<file path="src/sv/x86d_pkg.sv">
// Shared types, codes and opcode classification for the 8086 length decoder.
// Used by the front end, the back end and the top level; depends on nothing.

package x86d_pkg;

    // Default width of the running byte offset
    localparam int OFFSET_BITS_DEF = 16;
    // Default depth of the byte queue between front and back end
    localparam int QUEUE_DEPTH_DEF = 4;
    // Longest instruction this decoder recognizes
    localparam logic [2:0] MAX_LEN = 3'd6;
    // Second byte that AAM and AAD must carry
    localparam logic [7:0] AAM_BASE = 8'h0a;
    // ModRM field values that matter for operand lengths
    localparam logic [1:0] MOD_MEM    = 2'd0;
    localparam logic [1:0] MOD_DISP8  = 2'd1;
    localparam logic [1:0] MOD_DISP16 = 2'd2;
    localparam logic [2:0] RM_DIRECT  = 3'd6;

    typedef enum logic [3:0] {
        K_UNK   = 4'd0,
        K_ONE   = 4'd1,
        K_I8    = 4'd2,
        K_I16   = 4'd3,
        K_M     = 4'd4,
        K_MI8   = 4'd5,
        K_MI16  = 4'd6,
        K_MS8   = 4'd7,
        K_G3B   = 4'd8,
        K_G3W   = 4'd9,
        K_G4    = 4'd10,
        K_G5    = 4'd11,
        K_AAM   = 4'd12,
        K_FAR   = 4'd13,
        K_REL16 = 4'd14,
        K_REL8  = 4'd15
    } t_kind;

    typedef enum logic [1:0] {
        ST_OK      = 2'd0,
        ST_UNK_OP  = 2'd1,
        ST_UNK_EXT = 2'd2,
        ST_TRUNC   = 2'd3
    } t_status;

    typedef struct packed {
        logic [7:0] code_byte;
        logic       last_byte;
    } t_in_item;

    typedef struct packed {
        logic [15:0]        instr_offset;
        logic [2:0]         instr_length;
        logic [7:0]         opcode_byte;
        logic [1:0]         status;
        logic               has_modrm;
        logic [7:0]         modrm_byte;
        logic signed [15:0] displacement;
        logic [15:0]        immediate;
        logic [15:0]        segment_value;
        logic [15:0]        branch_target;
    } t_out_item;

    // One queue word: the raw byte, its end-of-stream mark and its class
    typedef struct packed {
        logic [7:0] code_byte;
        logic       last_byte;
        t_kind      kind;
    } t_qent;

    // Classify an opcode byte
    function automatic t_kind kind_of(input logic [7:0] op);
        t_kind k;
        k = K_UNK;
        if (op < 8'h40) begin
            if (op[2:0] <= 3'd3) begin
                k = K_M;
            end else if (op[2:0] == 3'd4) begin
                k = K_I8;
            end else if (op[2:0] == 3'd5) begin
                k = K_I16;
            end else begin
                case (op)
                    8'h06, 8'h07, 8'h0e, 8'h16, 8'h17,
                    8'h1e, 8'h1f, 8'h27, 8'h2f, 8'h37, 8'h3f: k = K_ONE;
                    default: k = K_UNK;
                endcase
            end
        end else if (op <= 8'h60) begin
            k = K_ONE;
        end else if (op >= 8'hb0 && op <= 8'hb7) begin
            k = K_I8;
        end else if (op >= 8'hb8 && op <= 8'hbf) begin
            k = K_I16;
        end else begin
            case (op)
                8'h80: k = K_MI8;
                8'h81: k = K_MI16;
                8'h83: k = K_MS8;
                8'h88, 8'h89, 8'h8a, 8'h8b, 8'h8c, 8'h8e: k = K_M;
                8'ha0, 8'ha1, 8'ha2, 8'ha3, 8'hc2, 8'hca: k = K_I16;
                8'hc6: k = K_MI8;
                8'hc7: k = K_MI16;
                8'hcd: k = K_I8;
                8'h9c, 8'hc3, 8'hcb, 8'hcc, 8'hce, 8'hcf,
                8'hf4, 8'hf5, 8'hf8, 8'hfa, 8'hfc: k = K_ONE;
                8'hd4, 8'hd5: k = K_AAM;
                8'he9: k = K_REL16;
                8'hea: k = K_FAR;
                8'heb: k = K_REL8;
                8'hf6: k = K_G3B;
                8'hf7: k = K_G3W;
                8'hfe: k = K_G4;
                8'hff: k = K_G5;
                default: k = K_UNK;
            endcase
        end
        return k;
    endfunction

    function automatic logic kind_modrm(input t_kind k);
        return (k >= K_M) && (k <= K_G5);
    endfunction

    // Check the reg field of a group opcode
    function automatic logic ext_ok(input t_kind k, input logic [2:0] reg_f);
        logic ok;
        case (k)
            K_G3B, K_G3W: ok = (reg_f != 3'd1);
            K_G4:         ok = (reg_f < 3'd2);
            K_G5:         ok = (reg_f != 3'd7);
            default:      ok = 1'b1;
        endcase
        return ok;
    endfunction

    function automatic logic [1:0] imm_len(input t_kind k, input logic [2:0] reg_f);
        logic [1:0] n;
        case (k)
            K_I8, K_MI8, K_MS8, K_REL8:     n = 2'd1;
            K_I16, K_MI16, K_REL16, K_FAR:  n = 2'd2;
            K_G3B:   n = (reg_f == 3'd0) ? 2'd1 : 2'd0;
            K_G3W:   n = (reg_f == 3'd0) ? 2'd2 : 2'd0;
            default: n = 2'd0;
        endcase
        return n;
    endfunction

    function automatic logic [1:0] disp_len(input t_kind k, input logic [7:0] modrm);
        logic [1:0] n;
        n = 2'd0;
        if (kind_modrm(k)) begin
            case (modrm[7:6])
                MOD_MEM:    n = (modrm[2:0] == RM_DIRECT) ? 2'd2 : 2'd0;
                MOD_DISP8:  n = 2'd1;
                MOD_DISP16: n = 2'd2;
                default:    n = 2'd0;
            endcase
        end
        return n;
    endfunction

endpackage

</file>
<file path="src/sv/x86d_fifo.sv">
// Small register queue with registered pointers and a fill count.
// Stand-alone; no package needed.

module x86d_fifo #(
    parameter int WIDTH = 8,
    parameter int DEPTH = 4
) (
    input  logic             i_clk,
    input  logic             i_rst_n,
    input  logic             i_push,
    input  logic [WIDTH-1:0] i_wdata,
    output logic             o_full,
    input  logic             i_pop,
    output logic             o_empty,
    output logic [WIDTH-1:0] o_rdata
);

    localparam int PW = (DEPTH > 1) ? $clog2(DEPTH) : 1;
    localparam int CW = $clog2(DEPTH + 1);
    localparam logic [PW-1:0] LAST_PTR = PW'(DEPTH - 1);
    localparam logic [CW-1:0] FULL_CNT = CW'(DEPTH);

    logic [WIDTH-1:0] r_mem [DEPTH];
    logic [PW-1:0]    r_wp, r_rp;
    logic [CW-1:0]    r_cnt;
    logic             v_push, v_pop;

    assign o_full  = (r_cnt == FULL_CNT);
    assign o_empty = (r_cnt == '0);
    assign o_rdata = r_mem[r_rp];
    assign v_push  = i_push && !o_full;
    assign v_pop   = i_pop && !o_empty;

    // Write the storage; no reset needed
    always_ff @(posedge i_clk) begin
        if (v_push) begin
            r_mem[r_wp] <= i_wdata;
        end
    end

    // Advance pointers and count
    always_ff @(posedge i_clk) begin
        if (!i_rst_n) begin
            r_wp  <= '0;
            r_rp  <= '0;
            r_cnt <= '0;
        end else begin
            if (v_push) begin
                r_wp <= (r_wp == LAST_PTR) ? '0 : r_wp + PW'(1);
            end
            if (v_pop) begin
                r_rp <= (r_rp == LAST_PTR) ? '0 : r_rp + PW'(1);
            end
            if (v_push && !v_pop) begin
                r_cnt <= r_cnt + CW'(1);
            end else if (v_pop && !v_push) begin
                r_cnt <= r_cnt - CW'(1);
            end
        end
    end

endmodule

</file>
<file path="src/sv/x86d_front.sv">
// Front end: takes code bytes, classifies each one, and queues it.
// Depends on x86d_pkg and x86d_fifo.

module x86d_front #(
    parameter int QUEUE_DEPTH = x86d_pkg::QUEUE_DEPTH_DEF
) (
    input  logic               i_clk,
    input  logic               i_rst_n,
    input  logic               i_valid,
    output logic               o_stall,
    input  x86d_pkg::t_in_item i_data,
    output logic               o_q_valid,
    output x86d_pkg::t_qent    o_q_data,
    input  logic               i_q_pop
);
    import x86d_pkg::*;

    t_qent                  v_ent;
    logic [$bits(t_qent)-1:0] v_rdata;
    logic                   v_full, v_empty;

    // Classify the incoming byte on its way into the queue
    always_comb begin
        v_ent.code_byte = i_data.code_byte;
        v_ent.last_byte = i_data.last_byte;
        v_ent.kind      = kind_of(i_data.code_byte);
    end

    x86d_fifo #(
        .WIDTH($bits(t_qent)),
        .DEPTH(QUEUE_DEPTH)
    ) u_queue (
        .i_clk   (i_clk),
        .i_rst_n (i_rst_n),
        .i_push  (i_valid),
        .i_wdata (v_ent),
        .o_full  (v_full),
        .i_pop   (i_q_pop),
        .o_empty (v_empty),
        .o_rdata (v_rdata)
    );

    assign o_stall   = v_full;
    assign o_q_valid = !v_empty;
    assign o_q_data  = t_qent'(v_rdata);

endmodule

</file>
<file path="src/sv/x86d_back.sv">
// Back end: parses queued bytes into instruction records, with an output
// register and a spare register for the second record of a byte.
// Depends on x86d_pkg.

module x86d_back #(
    parameter int OFFSET_BITS = x86d_pkg::OFFSET_BITS_DEF
) (
    input  logic                i_clk,
    input  logic                i_rst_n,
    input  logic                i_q_valid,
    input  x86d_pkg::t_qent     i_q,
    output logic                o_q_pop,
    input  logic                i_cfg_we,
    input  logic [15:0]         i_cfg_wdata,
    output logic                o_valid,
    input  logic                i_stall,
    output x86d_pkg::t_out_item o_data
);
    import x86d_pkg::*;

    typedef enum logic [3:0] {
        PH_OPC   = 4'd0,
        PH_MODRM = 4'd1,
        PH_DLO   = 4'd2,
        PH_DHI   = 4'd3,
        PH_ILO   = 4'd4,
        PH_IHI   = 4'd5,
        PH_SLO   = 4'd6,
        PH_SHI   = 4'd7,
        PH_CHK   = 4'd8
    } t_phase;

    // Parser state
    t_phase                 r_ph, n_ph;
    t_kind                  r_kind, n_kind;
    logic [7:0]             r_op, n_op;
    logic [7:0]             r_modrm, n_modrm;
    logic [15:0]            r_disp, n_disp;
    logic [15:0]            r_imm, n_imm;
    logic [15:0]            r_seg, n_seg;
    logic [OFFSET_BITS-1:0] r_off, n_off;
    logic [OFFSET_BITS-1:0] r_start, n_start;
    logic [2:0]             r_cnt, n_cnt;
    logic [15:0]            r_start_cfg;
    logic                   r_fresh;

    // Output and spare record registers
    logic      r_out_vld, r_spr_vld;
    t_out_item r_out, r_spr;

    logic       v_take, v_out_free;
    logic [1:0] v_nrec;
    t_out_item  v_rec0, v_rec1, v_tmp;
    logic       v_beg, v_adv;
    t_phase     v_from, v_nxt;
    logic [7:0] v_b;

    // Next phase after an operand step; PH_OPC means the instruction is done
    function automatic t_phase next_phase(input t_phase from, input t_kind k,
                                          input logic [7:0] modrm);
        logic [1:0] d, i;
        logic       far;
        t_phase     p;
        d   = disp_len(k, modrm);
        i   = imm_len(k, modrm[5:3]);
        far = (k == K_FAR);
        case (from)
            PH_MODRM: p = (d != 2'd0) ? PH_DLO : (i != 2'd0) ? PH_ILO :
                          far ? PH_SLO : PH_OPC;
            PH_DLO:   p = (d == 2'd2) ? PH_DHI : (i != 2'd0) ? PH_ILO :
                          far ? PH_SLO : PH_OPC;
            PH_DHI:   p = (i != 2'd0) ? PH_ILO : far ? PH_SLO : PH_OPC;
            PH_ILO:   p = (i == 2'd2) ? PH_IHI : far ? PH_SLO : PH_OPC;
            PH_IHI:   p = far ? PH_SLO : PH_OPC;
            PH_SLO:   p = far ? PH_SHI : PH_OPC;
            default:  p = PH_OPC;
        endcase
        return p;
    endfunction

    // Build one record from a snapshot of the parser state
    function automatic t_out_item make_rec(
        input t_status st, input logic [OFFSET_BITS-1:0] start,
        input logic [2:0] cnt, input logic [7:0] op, input t_kind k,
        input logic [7:0] modrm, input logic [15:0] disp,
        input logic [15:0] imm, input logic [15:0] seg);
        t_out_item              r;
        logic                   hm;
        logic [OFFSET_BITS-1:0] rel, tgt;
        hm  = kind_modrm(k) && (cnt >= 3'd2);
        rel = (k == K_REL8) ? OFFSET_BITS'($signed(imm[7:0]))
                            : OFFSET_BITS'($signed(imm));
        tgt = '0;
        if (st == ST_OK && (k == K_REL16 || k == K_REL8)) begin
            tgt = start + OFFSET_BITS'(cnt) + rel;
        end
        r.instr_offset  = start[15:0];
        r.instr_length  = cnt;
        r.opcode_byte   = op;
        r.status        = st;
        r.has_modrm     = hm;
        r.modrm_byte    = hm ? modrm : 8'h00;
        r.displacement  = disp;
        r.immediate     = imm;
        r.segment_value = seg;
        r.branch_target = tgt[15:0];
        return r;
    endfunction

    assign v_out_free = !r_out_vld || !i_stall;
    assign v_take     = i_q_valid && !r_spr_vld && v_out_free;
    assign o_q_pop    = v_take;
    assign v_b        = i_q.code_byte;

    // Parse one byte; collect up to two records
    always_comb begin
        v_nrec  = 2'd0;
        v_rec0  = '0;
        v_rec1  = '0;
        v_tmp   = '0;
        v_beg   = 1'b0;
        v_adv   = 1'b0;
        v_from  = PH_MODRM;
        v_nxt   = PH_OPC;
        n_ph    = r_ph;
        n_kind  = r_kind;
        n_op    = r_op;
        n_modrm = r_modrm;
        n_disp  = r_disp;
        n_imm   = r_imm;
        n_seg   = r_seg;
        n_start = r_start;
        n_cnt   = r_cnt;
        n_off   = r_off + OFFSET_BITS'(1);

        case (r_ph)
            PH_MODRM: begin
                if (!ext_ok(r_kind, v_b[5:3])) begin
                    v_rec0 = make_rec(ST_UNK_EXT, r_start, r_cnt, r_op, r_kind,
                                      r_modrm, r_disp, r_imm, r_seg);
                    v_nrec = 2'd1;
                    v_beg  = 1'b1;
                end else begin
                    n_modrm = v_b;
                    n_cnt   = 3'd2;
                    v_adv   = 1'b1;
                    v_from  = PH_MODRM;
                end
            end
            PH_CHK: begin
                if (v_b == AAM_BASE) begin
                    n_cnt  = 3'd2;
                    v_rec0 = make_rec(ST_OK, r_start, 3'd2, r_op, r_kind,
                                      r_modrm, r_disp, r_imm, r_seg);
                    v_nrec = 2'd1;
                    n_ph   = PH_OPC;
                end else begin
                    v_rec0 = make_rec(ST_UNK_EXT, r_start, r_cnt, r_op, r_kind,
                                      r_modrm, r_disp, r_imm, r_seg);
                    v_nrec = 2'd1;
                    v_beg  = 1'b1;
                end
            end
            PH_DLO: begin
                n_disp = (disp_len(r_kind, r_modrm) == 2'd1) ?
                         {{8{v_b[7]}}, v_b} : {8'h00, v_b};
                n_cnt  = r_cnt + 3'd1;
                v_adv  = 1'b1;
                v_from = PH_DLO;
            end
            PH_DHI: begin
                n_disp = {v_b, r_disp[7:0]};
                n_cnt  = r_cnt + 3'd1;
                v_adv  = 1'b1;
                v_from = PH_DHI;
            end
            PH_ILO: begin
                n_imm  = (r_kind == K_MS8) ? {{8{v_b[7]}}, v_b} : {8'h00, v_b};
                n_cnt  = r_cnt + 3'd1;
                v_adv  = 1'b1;
                v_from = PH_ILO;
            end
            PH_IHI: begin
                n_imm  = {v_b, r_imm[7:0]};
                n_cnt  = r_cnt + 3'd1;
                v_adv  = 1'b1;
                v_from = PH_IHI;
            end
            PH_SLO: begin
                n_seg  = {8'h00, v_b};
                n_cnt  = r_cnt + 3'd1;
                v_adv  = 1'b1;
                v_from = PH_SLO;
            end
            PH_SHI: begin
                n_seg  = {v_b, r_seg[7:0]};
                n_cnt  = r_cnt + 3'd1;
                v_adv  = 1'b1;
                v_from = PH_SHI;
            end
            default: begin
                v_beg = 1'b1;
            end
        endcase

        // Start a new instruction at this byte
        if (v_beg) begin
            n_start = r_off;
            n_op    = v_b;
            n_kind  = i_q.kind;
            n_modrm = 8'h00;
            n_cnt   = 3'd1;
            n_disp  = '0;
            n_imm   = '0;
            n_seg   = '0;
            n_ph    = PH_OPC;
            if (i_q.kind == K_UNK) begin
                v_tmp = make_rec(ST_UNK_OP, n_start, n_cnt, n_op, n_kind,
                                 n_modrm, n_disp, n_imm, n_seg);
                if (v_nrec == 2'd0) v_rec0 = v_tmp; else v_rec1 = v_tmp;
                v_nrec = v_nrec + 2'd1;
            end else if (i_q.kind == K_AAM) begin
                n_ph = PH_CHK;
            end else if (kind_modrm(i_q.kind)) begin
                n_ph = PH_MODRM;
            end else begin
                v_adv  = 1'b1;
                v_from = PH_MODRM;
            end
        end

        // Move to the next needed operand, or finish the instruction
        if (v_adv) begin
            v_nxt = next_phase(v_from, n_kind, n_modrm);
            if (v_nxt == PH_OPC) begin
                v_tmp = make_rec(ST_OK, n_start, n_cnt, n_op, n_kind,
                                 n_modrm, n_disp, n_imm, n_seg);
                if (v_nrec == 2'd0) v_rec0 = v_tmp; else v_rec1 = v_tmp;
                v_nrec = v_nrec + 2'd1;
            end
            n_ph = v_nxt;
        end

        // End of stream: report a partial instruction, reload the offset
        if (i_q.last_byte) begin
            if (n_ph != PH_OPC) begin
                v_tmp = make_rec(ST_TRUNC, n_start, n_cnt, n_op, n_kind,
                                 n_modrm, n_disp, n_imm, n_seg);
                if (v_nrec == 2'd0) v_rec0 = v_tmp; else v_rec1 = v_tmp;
                v_nrec = v_nrec + 2'd1;
            end
            n_ph  = PH_OPC;
            n_off = OFFSET_BITS'(r_start_cfg);
        end
    end

    // Hold parser state; load the start offset on a configuration write and update on each consumed byte
    always_ff @(posedge i_clk) begin
        if (!i_rst_n) begin
            r_ph        <= PH_OPC;
            r_kind      <= K_UNK;
            r_op        <= '0;
            r_modrm     <= '0;
            r_disp      <= '0;
            r_imm       <= '0;
            r_seg       <= '0;
            r_start     <= '0;
            r_cnt       <= '0;
            r_off       <= '0;
            r_start_cfg <= '0;
            r_fresh     <= 1'b1;
        end else begin
            if (i_cfg_we) begin
                r_start_cfg <= i_cfg_wdata;
                if (r_fresh) begin
                    r_off <= OFFSET_BITS'(i_cfg_wdata);
                end
            end
            if (v_take) begin
                r_ph    <= n_ph;
                r_kind  <= n_kind;
                r_op    <= n_op;
                r_modrm <= n_modrm;
                r_disp  <= n_disp;
                r_imm   <= n_imm;
                r_seg   <= n_seg;
                r_start <= n_start;
                r_cnt   <= n_cnt;
                r_off   <= n_off;
                r_fresh <= i_q.last_byte;
            end
        end
    end

    // Drain spare first, else load new records
    always_ff @(posedge i_clk) begin
        if (!i_rst_n) begin
            r_out_vld <= 1'b0;
            r_spr_vld <= 1'b0;
        end else if (v_out_free) begin
            if (r_spr_vld) begin
                r_out_vld <= 1'b1;
                r_spr_vld <= 1'b0;
            end else begin
                r_out_vld <= v_take && (v_nrec != 2'd0);
                r_spr_vld <= v_take && (v_nrec == 2'd2);
            end
        end
    end

    always_ff @(posedge i_clk) begin
        if (v_out_free) begin
            if (r_spr_vld) begin
                r_out <= r_spr;
            end else begin
                r_out <= v_rec0;
                r_spr <= v_rec1;
            end
        end
    end

    assign o_valid = r_out_vld;
    assign o_data  = r_out;

    // Spare only ever holds the later of two records
    a_spare_behind_out: assert property (@(posedge i_clk) disable iff (!i_rst_n)
        r_spr_vld |-> r_out_vld)
        else $error("spare record held without an output record");

    a_two_rec_spare: assert property (@(posedge i_clk) disable iff (!i_rst_n)
        (v_take && v_nrec == 2'd2) |=> r_spr_vld)
        else $error("second record of a byte was dropped");

    a_unknown_len: assert property (@(posedge i_clk) disable iff (!i_rst_n)
        (r_out_vld && r_out.status == ST_UNK_OP) |-> (r_out.instr_length == 3'd1))
        else $error("unknown opcode record longer than one byte");

    a_len_range: assert property (@(posedge i_clk) disable iff (!i_rst_n)
        r_out_vld |-> (r_out.instr_length != 3'd0 && r_out.instr_length <= MAX_LEN))
        else $error("record length out of range");

    a_last_resets: assert property (@(posedge i_clk) disable iff (!i_rst_n)
        (v_take && i_q.last_byte && !i_cfg_we) |=>
            (r_ph == PH_OPC && r_fresh && r_off == OFFSET_BITS'(r_start_cfg)))
        else $error("parser not returned to stream start after final byte");

endmodule

</file>
<file path="src/sv/x86_16bit_instruction_decoder.sv">
// Top level of the 8086 instruction length decoder: front end, byte queue
// and back end. Depends on x86d_pkg, x86d_front and x86d_back.
//
// Usage:
//   Input channel (i_valid / o_stall / i_data) carries one code byte per
//   word, with last_byte marking the final byte of a stream. Output channel
//   (o_valid / i_stall / o_data) carries one record per finished, unknown
//   or truncated instruction. i_cfg_we / i_cfg_wdata write the start offset;
//   write it only while no bytes are in flight.
// Timing: a byte accepted into the byte queue is parsed when the back end
//   pops it, and any record it closes is registered onto o_valid / o_data.
// Throughput: one byte per cycle while the output side is free and no spare
//   record waits. A byte that closes one instruction and opens another that
//   closes at once (bad group extension or a bad AAM/AAD second byte) yields
//   two records; the spare goes out before the next byte, which waits in the queue.
// Reset: queue empty, no record pending, parser awaiting an opcode, start
//   offset and running offset zero.
// Receiver stall: the output record holds; the back end stops pulling from
//   the queue, and o_stall rises once QUEUE_DEPTH bytes are waiting.

module x86_16bit_instruction_decoder #(
    parameter int OFFSET_BITS = x86d_pkg::OFFSET_BITS_DEF,
    parameter int QUEUE_DEPTH = x86d_pkg::QUEUE_DEPTH_DEF
) (
    input  logic                i_clk,
    input  logic                i_rst_n,
    input  logic                i_valid,
    output logic                o_stall,
    input  x86d_pkg::t_in_item  i_data,
    output logic                o_valid,
    input  logic                i_stall,
    output x86d_pkg::t_out_item o_data,
    input  logic                i_cfg_we,
    input  logic [15:0]         i_cfg_wdata
);
    import x86d_pkg::*;

    logic  v_q_valid, v_q_pop;
    t_qent v_q_data;

    x86d_front #(
        .QUEUE_DEPTH(QUEUE_DEPTH)
    ) u_front (
        .i_clk     (i_clk),
        .i_rst_n   (i_rst_n),
        .i_valid   (i_valid),
        .o_stall   (o_stall),
        .i_data    (i_data),
        .o_q_valid (v_q_valid),
        .o_q_data  (v_q_data),
        .i_q_pop   (v_q_pop)
    );

    x86d_back #(
        .OFFSET_BITS(OFFSET_BITS)
    ) u_back (
        .i_clk       (i_clk),
        .i_rst_n     (i_rst_n),
        .i_q_valid   (v_q_valid),
        .i_q         (v_q_data),
        .o_q_pop     (v_q_pop),
        .i_cfg_we    (i_cfg_we),
        .i_cfg_wdata (i_cfg_wdata),
        .o_valid     (o_valid),
        .i_stall     (i_stall),
        .o_data      (o_data)
    );

endmodule

</file>
<file path="config.mk">
export PLATFORM = sky130hd
export DESIGN_NAME = x86_16bit_instruction_decoder
export DESIGN_NICKNAME = d
export VERILOG_FILES = /design/src/sv/x86d_pkg.sv /design/src/sv/x86d_fifo.sv /design/src/sv/x86d_front.sv /design/src/sv/x86d_back.sv /design/src/sv/x86_16bit_instruction_decoder.sv
export SDC_FILE = /design/constraint.sdc
export NUM_CORES = 1
export LEC_CHECK = 0
export ABC_AREA = 1
export ABC_CLOCK_PERIOD_IN_PS = 16200
export BUFFER_PORTS_ARGS = -buffer_cell sky130_fd_sc_hd__buf_2
export CAP_MARGIN = 20
export CORE_ASPECT_RATIO = 0.75
export CORE_UTILIZATION = 32
export CTS_BUF_LIST = sky130_fd_sc_hd__clkbuf_8
export DETAILED_ROUTE_END_ITERATION = 8
export GPL_TIMING_DRIVEN = 1
export PLACE_DENSITY = 0.54
export SLEW_MARGIN = 40
export SYNTH_ARGS = -nofsm -noshare
export SYNTH_HDL_FRONTEND = slang
export SYNTH_SLANG_ARGS = --single-unit
</file>
<file path="constraint.sdc">
create_clock -name i_clk -period 16.2 [get_ports i_clk]
set_input_delay 3.24 -clock i_clk [delete_from_list [all_inputs] [get_ports i_clk]]
set_output_delay 3.24 -clock i_clk [all_outputs]
set_load 0.01 [all_outputs]
</file>
==> results.py <==
metrics = {
    "status": {
        "status": "completed",
    },
    "finish": {
        "area.growth.synth_to_final_pct": 12.40,
        "drive_gt1_share_pct": 12.77,
        "nNetsFinal": 2985,
    },
    "hold_path": {
        "hp-class": "reg2reg",
        "worstHoldStart": "u_back.r_start_cfg[10]$_SDFFE_PN0P_",
        "holdPathStages": 2,
        "hold_end": "u_back.r_off[10]$_SDFFE_PN0P_",
    },
    "floorplan": {
        "core.rowCount": 83,
        "initial_core_util_pct": 32.58,
        "die_area_um2": 71180,
        "fp.dieW_um": 307.7,
        "die_h_um": 231.3,
        "core-area_um2": 68850,
        "pin_count": 134,
    },
    "critical_path": {
        "reg2reg_depth": 26,
        "crit_fanout": 14,
        "rrSetupSlack_ns": 9.44,
        "critPathCaptureType": "register",
        "start_kind": "register",
        "r2r-end": "u_back.o_data[13]$_DFFE_PN_",
        "worstPathArrival_ns": 7.16,
        "worstPathRequired_ns": 16.60,
        "criticalPathCategory": "reg2reg",
        "worstReg2RegStart": "u_back.r_ph[2]$_SDFFE_PN0P_",
    },
    "sta": {
        "slew_viol_final": 0,
        "rsz0062_at_grt": "no",
        "hold_viol": 0,
        "finClkSkew_ns": 0.03515,
        "setup_viol": 0,
        "clock.fmax_ghz": 0.1479,
        "slew_headroom_pct": 42.88,
        "finalCriticalPeriod_ns": 6.761,
        "fin_crit_sh_pct": 41.73,
        "fin_tns_setup_ns": 0,
        "worstMarginPinSlew_ns": 0.8478,
    },
    "logic_synthesis": {
        "synthCells": 2794,
        "synth_seq_cells": 391,
        "synth_cell_types": 62,
        "ys.flop_type": "edfxtp_1",
        "syn_area_um2": 22430,
        "synth_nets": 2905,
        "async_flop_share_pct": 0,
        "yosys.area.top_type": "edfxtp_1",
        "yosys.area.top_type_share_pct": 34.27,
        "yosys-top-cells-area": "edfxtp_1 (34%), nand2_1 (13%), dfxtp_1 (12%)",
        "avgSynthCellArea_um2": 8.029,
        "ys.warnings.count": 0,
        "synth_seq_area_share_pct": 46.32,
        "synth-edff-count": 256,
    },
    "clocking": {
        "clockBufferDepth": 3,
        "clk_pin_slew_ns": 0.06,
        "cts_made_buffers": 70,
        "cts_hold_buf": 0,
        "cts.sinks": 391,
        "cts-resized-gates": 0,
        "clock_latency_ns": 0.68,
        "clockRootBuffer": "clkbuf_8",
        "htreeDepth": 3,
        "cts_setup_buffers": 0,
        "cts_tree": "yes",
    },
    "drt": {
        "routed-via-count": 18946,
        "first_iter_violations": 1656,
        "wl_per_cell_um": 17.79,
        "via_per_inst": 4.902,
        "ant_nets": 0,
        "drt-pass1-iter-count": 6,
        "drt_wl_total_mm": 68.75,
        "drc_errors": 0,
    },
    "global_route": {
        "grt_max_degree": 120,
        "grt_pass1_wl_mm": 106.9,
        "overflow": 0,
        "first_global_vias": 17621,
        "track_usage_pct": 19.35,
        "grt_antenna_before_repair": 2,
    },
    "placed_design": {
        "dp_hpwl_mm": 46.95,
        "io_buffer_count": 133,
        "place_congestion": 0.9368,
    },
    "job": {
        "maxCapViolations": 0,
    },
}
==> final cells by class <==
class	instances	area, um^2
inverters	311	1180
multi-input cells	1944	10190
repair buffers	156	897.1
fillers	7211	43640
diodes	1	2.502
clock inverters	54	376.6
well taps	935	1170
flip-flops and latches	391	10400
clock buffers	73	1005
==> through the flow <==
stage	hold slack, ns	instances	util [%]	setup slack (ns)	instance area (um^2)
4_1_cts	0.4864	3863	36.57	9.411	25180
2_1_floorplan	0.4338	2794	-	3.470	22430
3_5_place_dp	0.4777	3736	34.56	9.384	23800
6_report	0.4829	3865	36.62	9.439	25210
5_1_grt	0.5027	3865	36.62	8.787	25210
3_3_place_gp	0.4622	3735	34.46	9.053	23730
==> cell usage in the layout (no fill, tap or decap), drive strengths merged, types with 73 or more instances in the layout <==
cell    netlist  final
o21ai       279    279
clkbuf       97     73
inv         307    331
nand2       787    787
ha           75     75
nor2        237    237
buf          51    156
dfxtp       135    135
a21oi       165    165
edfxtp      256    256
nand3       155    155
==> kinds of logic after synthesis <==
family | Yosys count | share of synthesized area (%)
buffers and inverters | 459 | 8.550
xor gates and xnor gates | 22 | 0.8589
AOI/OAI and AO/OA | 548 | 13.39
muxes | 1 | 0.05019
DFF | 391 | 46.32
and+or+nand+nor | 1292 | 26.11
adders and majority gates | 81 | 4.719
==> critical path, stage by stage (launching register included) <==
cell     delay, ns
dfxtp_1       0.44
inv_1         0.19
nor2_1        0.15
inv_1         0.17
nor2_1        0.59
inv_1         0.13
nor2_1        0.52
inv_1         0.39
nor2_1        0.28
a31oi_1       0.23
o21ai_0       0.35
nand3_1       0.41
a21oi_1       0.26
ha_1          0.26
ha_1          0.31
a21oi_1       0.15
o21ai_0       0.09
a21oi_1       0.21
nor2_1        0.06
o21ai_0       0.14
nand2_1       0.09
nand2_1       0.07
nand2_1       0.05
a21o_1        0.18
o21ai_0       0.31
o22ai_1       0.16
mux2_2        0.30
==> flip-flops by register name, indices dropped and copies added, names as in the netlist, 8 cells and up, named ones only <==
signal                 flops
u_back.o_data            102
u_back.r_disp             16
u_back.r_imm              16
u_back.r_modrm             8
u_back.r_off              16
u_back.r_op                8
u_back.r_seg              16
u_back.r_spr             102
u_back.r_start            16
u_back.r_start_cfg        16
u_front.u_queue.r_mem     52
==> how the worst max path moves through the flow <==
stage	startpoint	to	slack, ns	cells past startpoint
CTS	register	u_back.r_spr[19]$_DFFE_PP_	9.41	25
detailed placement	register	u_back.r_spr[19]$_DFFE_PP_	9.38	25
global placement	register	u_back.r_spr[22]$_DFFE_PP_	9.05	25
floorplan	i_stall	u_front.u_queue.r_cnt[1]$_SDFFE_PN0P_	3.47	11
global route	u_back.r_ph[0]$_SDFFE_PN0P_	u_back.o_data[13]$_DFFE_PN_	8.79	25
finish	u_back.r_ph[2]$_SDFFE_PN0P_	u_back.o_data[13]$_DFFE_PN_	9.44	26
==> per-layer routing <==
metal / vias to the layer above / track usage (%) / share of wire (%)
met3: 104 / 4.654 / 6.9
met5: - / 0 / 0.012
met1: 8828 / 27.76 / 48
met4: 2 / 4.960 / 2.1
met2: 557 / 28.92 / 43
li1: 9455 / - / -
==> synth_stat cells, types with 3 or more instances <==
master and instances:
buf_1 7, o21ai_0 273, nand4_1 11, nand3_2 9
nand2_4 4, buf_4 7, a211oi_1 9, ha_1 75
nand3b_1 50, or2_2 19, a21o_1 4, fa_1 6
xor2_1 11, nor4_1 4, inv_2 9, nand2_1 767
inv_1 297, buf_12 4, nor3_1 22, clkbuf_1 97
edfxtp_1 256, a22oi_1 21, nor2_1 191, nand3_1 143
xnor2_1 11, dfxtp_1 135, buf_2 24, o32ai_1 3
o21ai_1 5, o211ai_1 10, nor2_2 4, buf_6 9
o22ai_1 18, a41oi_1 4, a21oi_1 165, nand3_4 3
o31ai_1 5, clkinv_1 3, a31oi_1 9, o21bai_1 4
nand2_2 16, a32oi_1 5, nor2_4 42
Power is left out: the tool's default activity adds up to more than one toggle a clock period on the data nets, which glitch-free logic cannot reach.
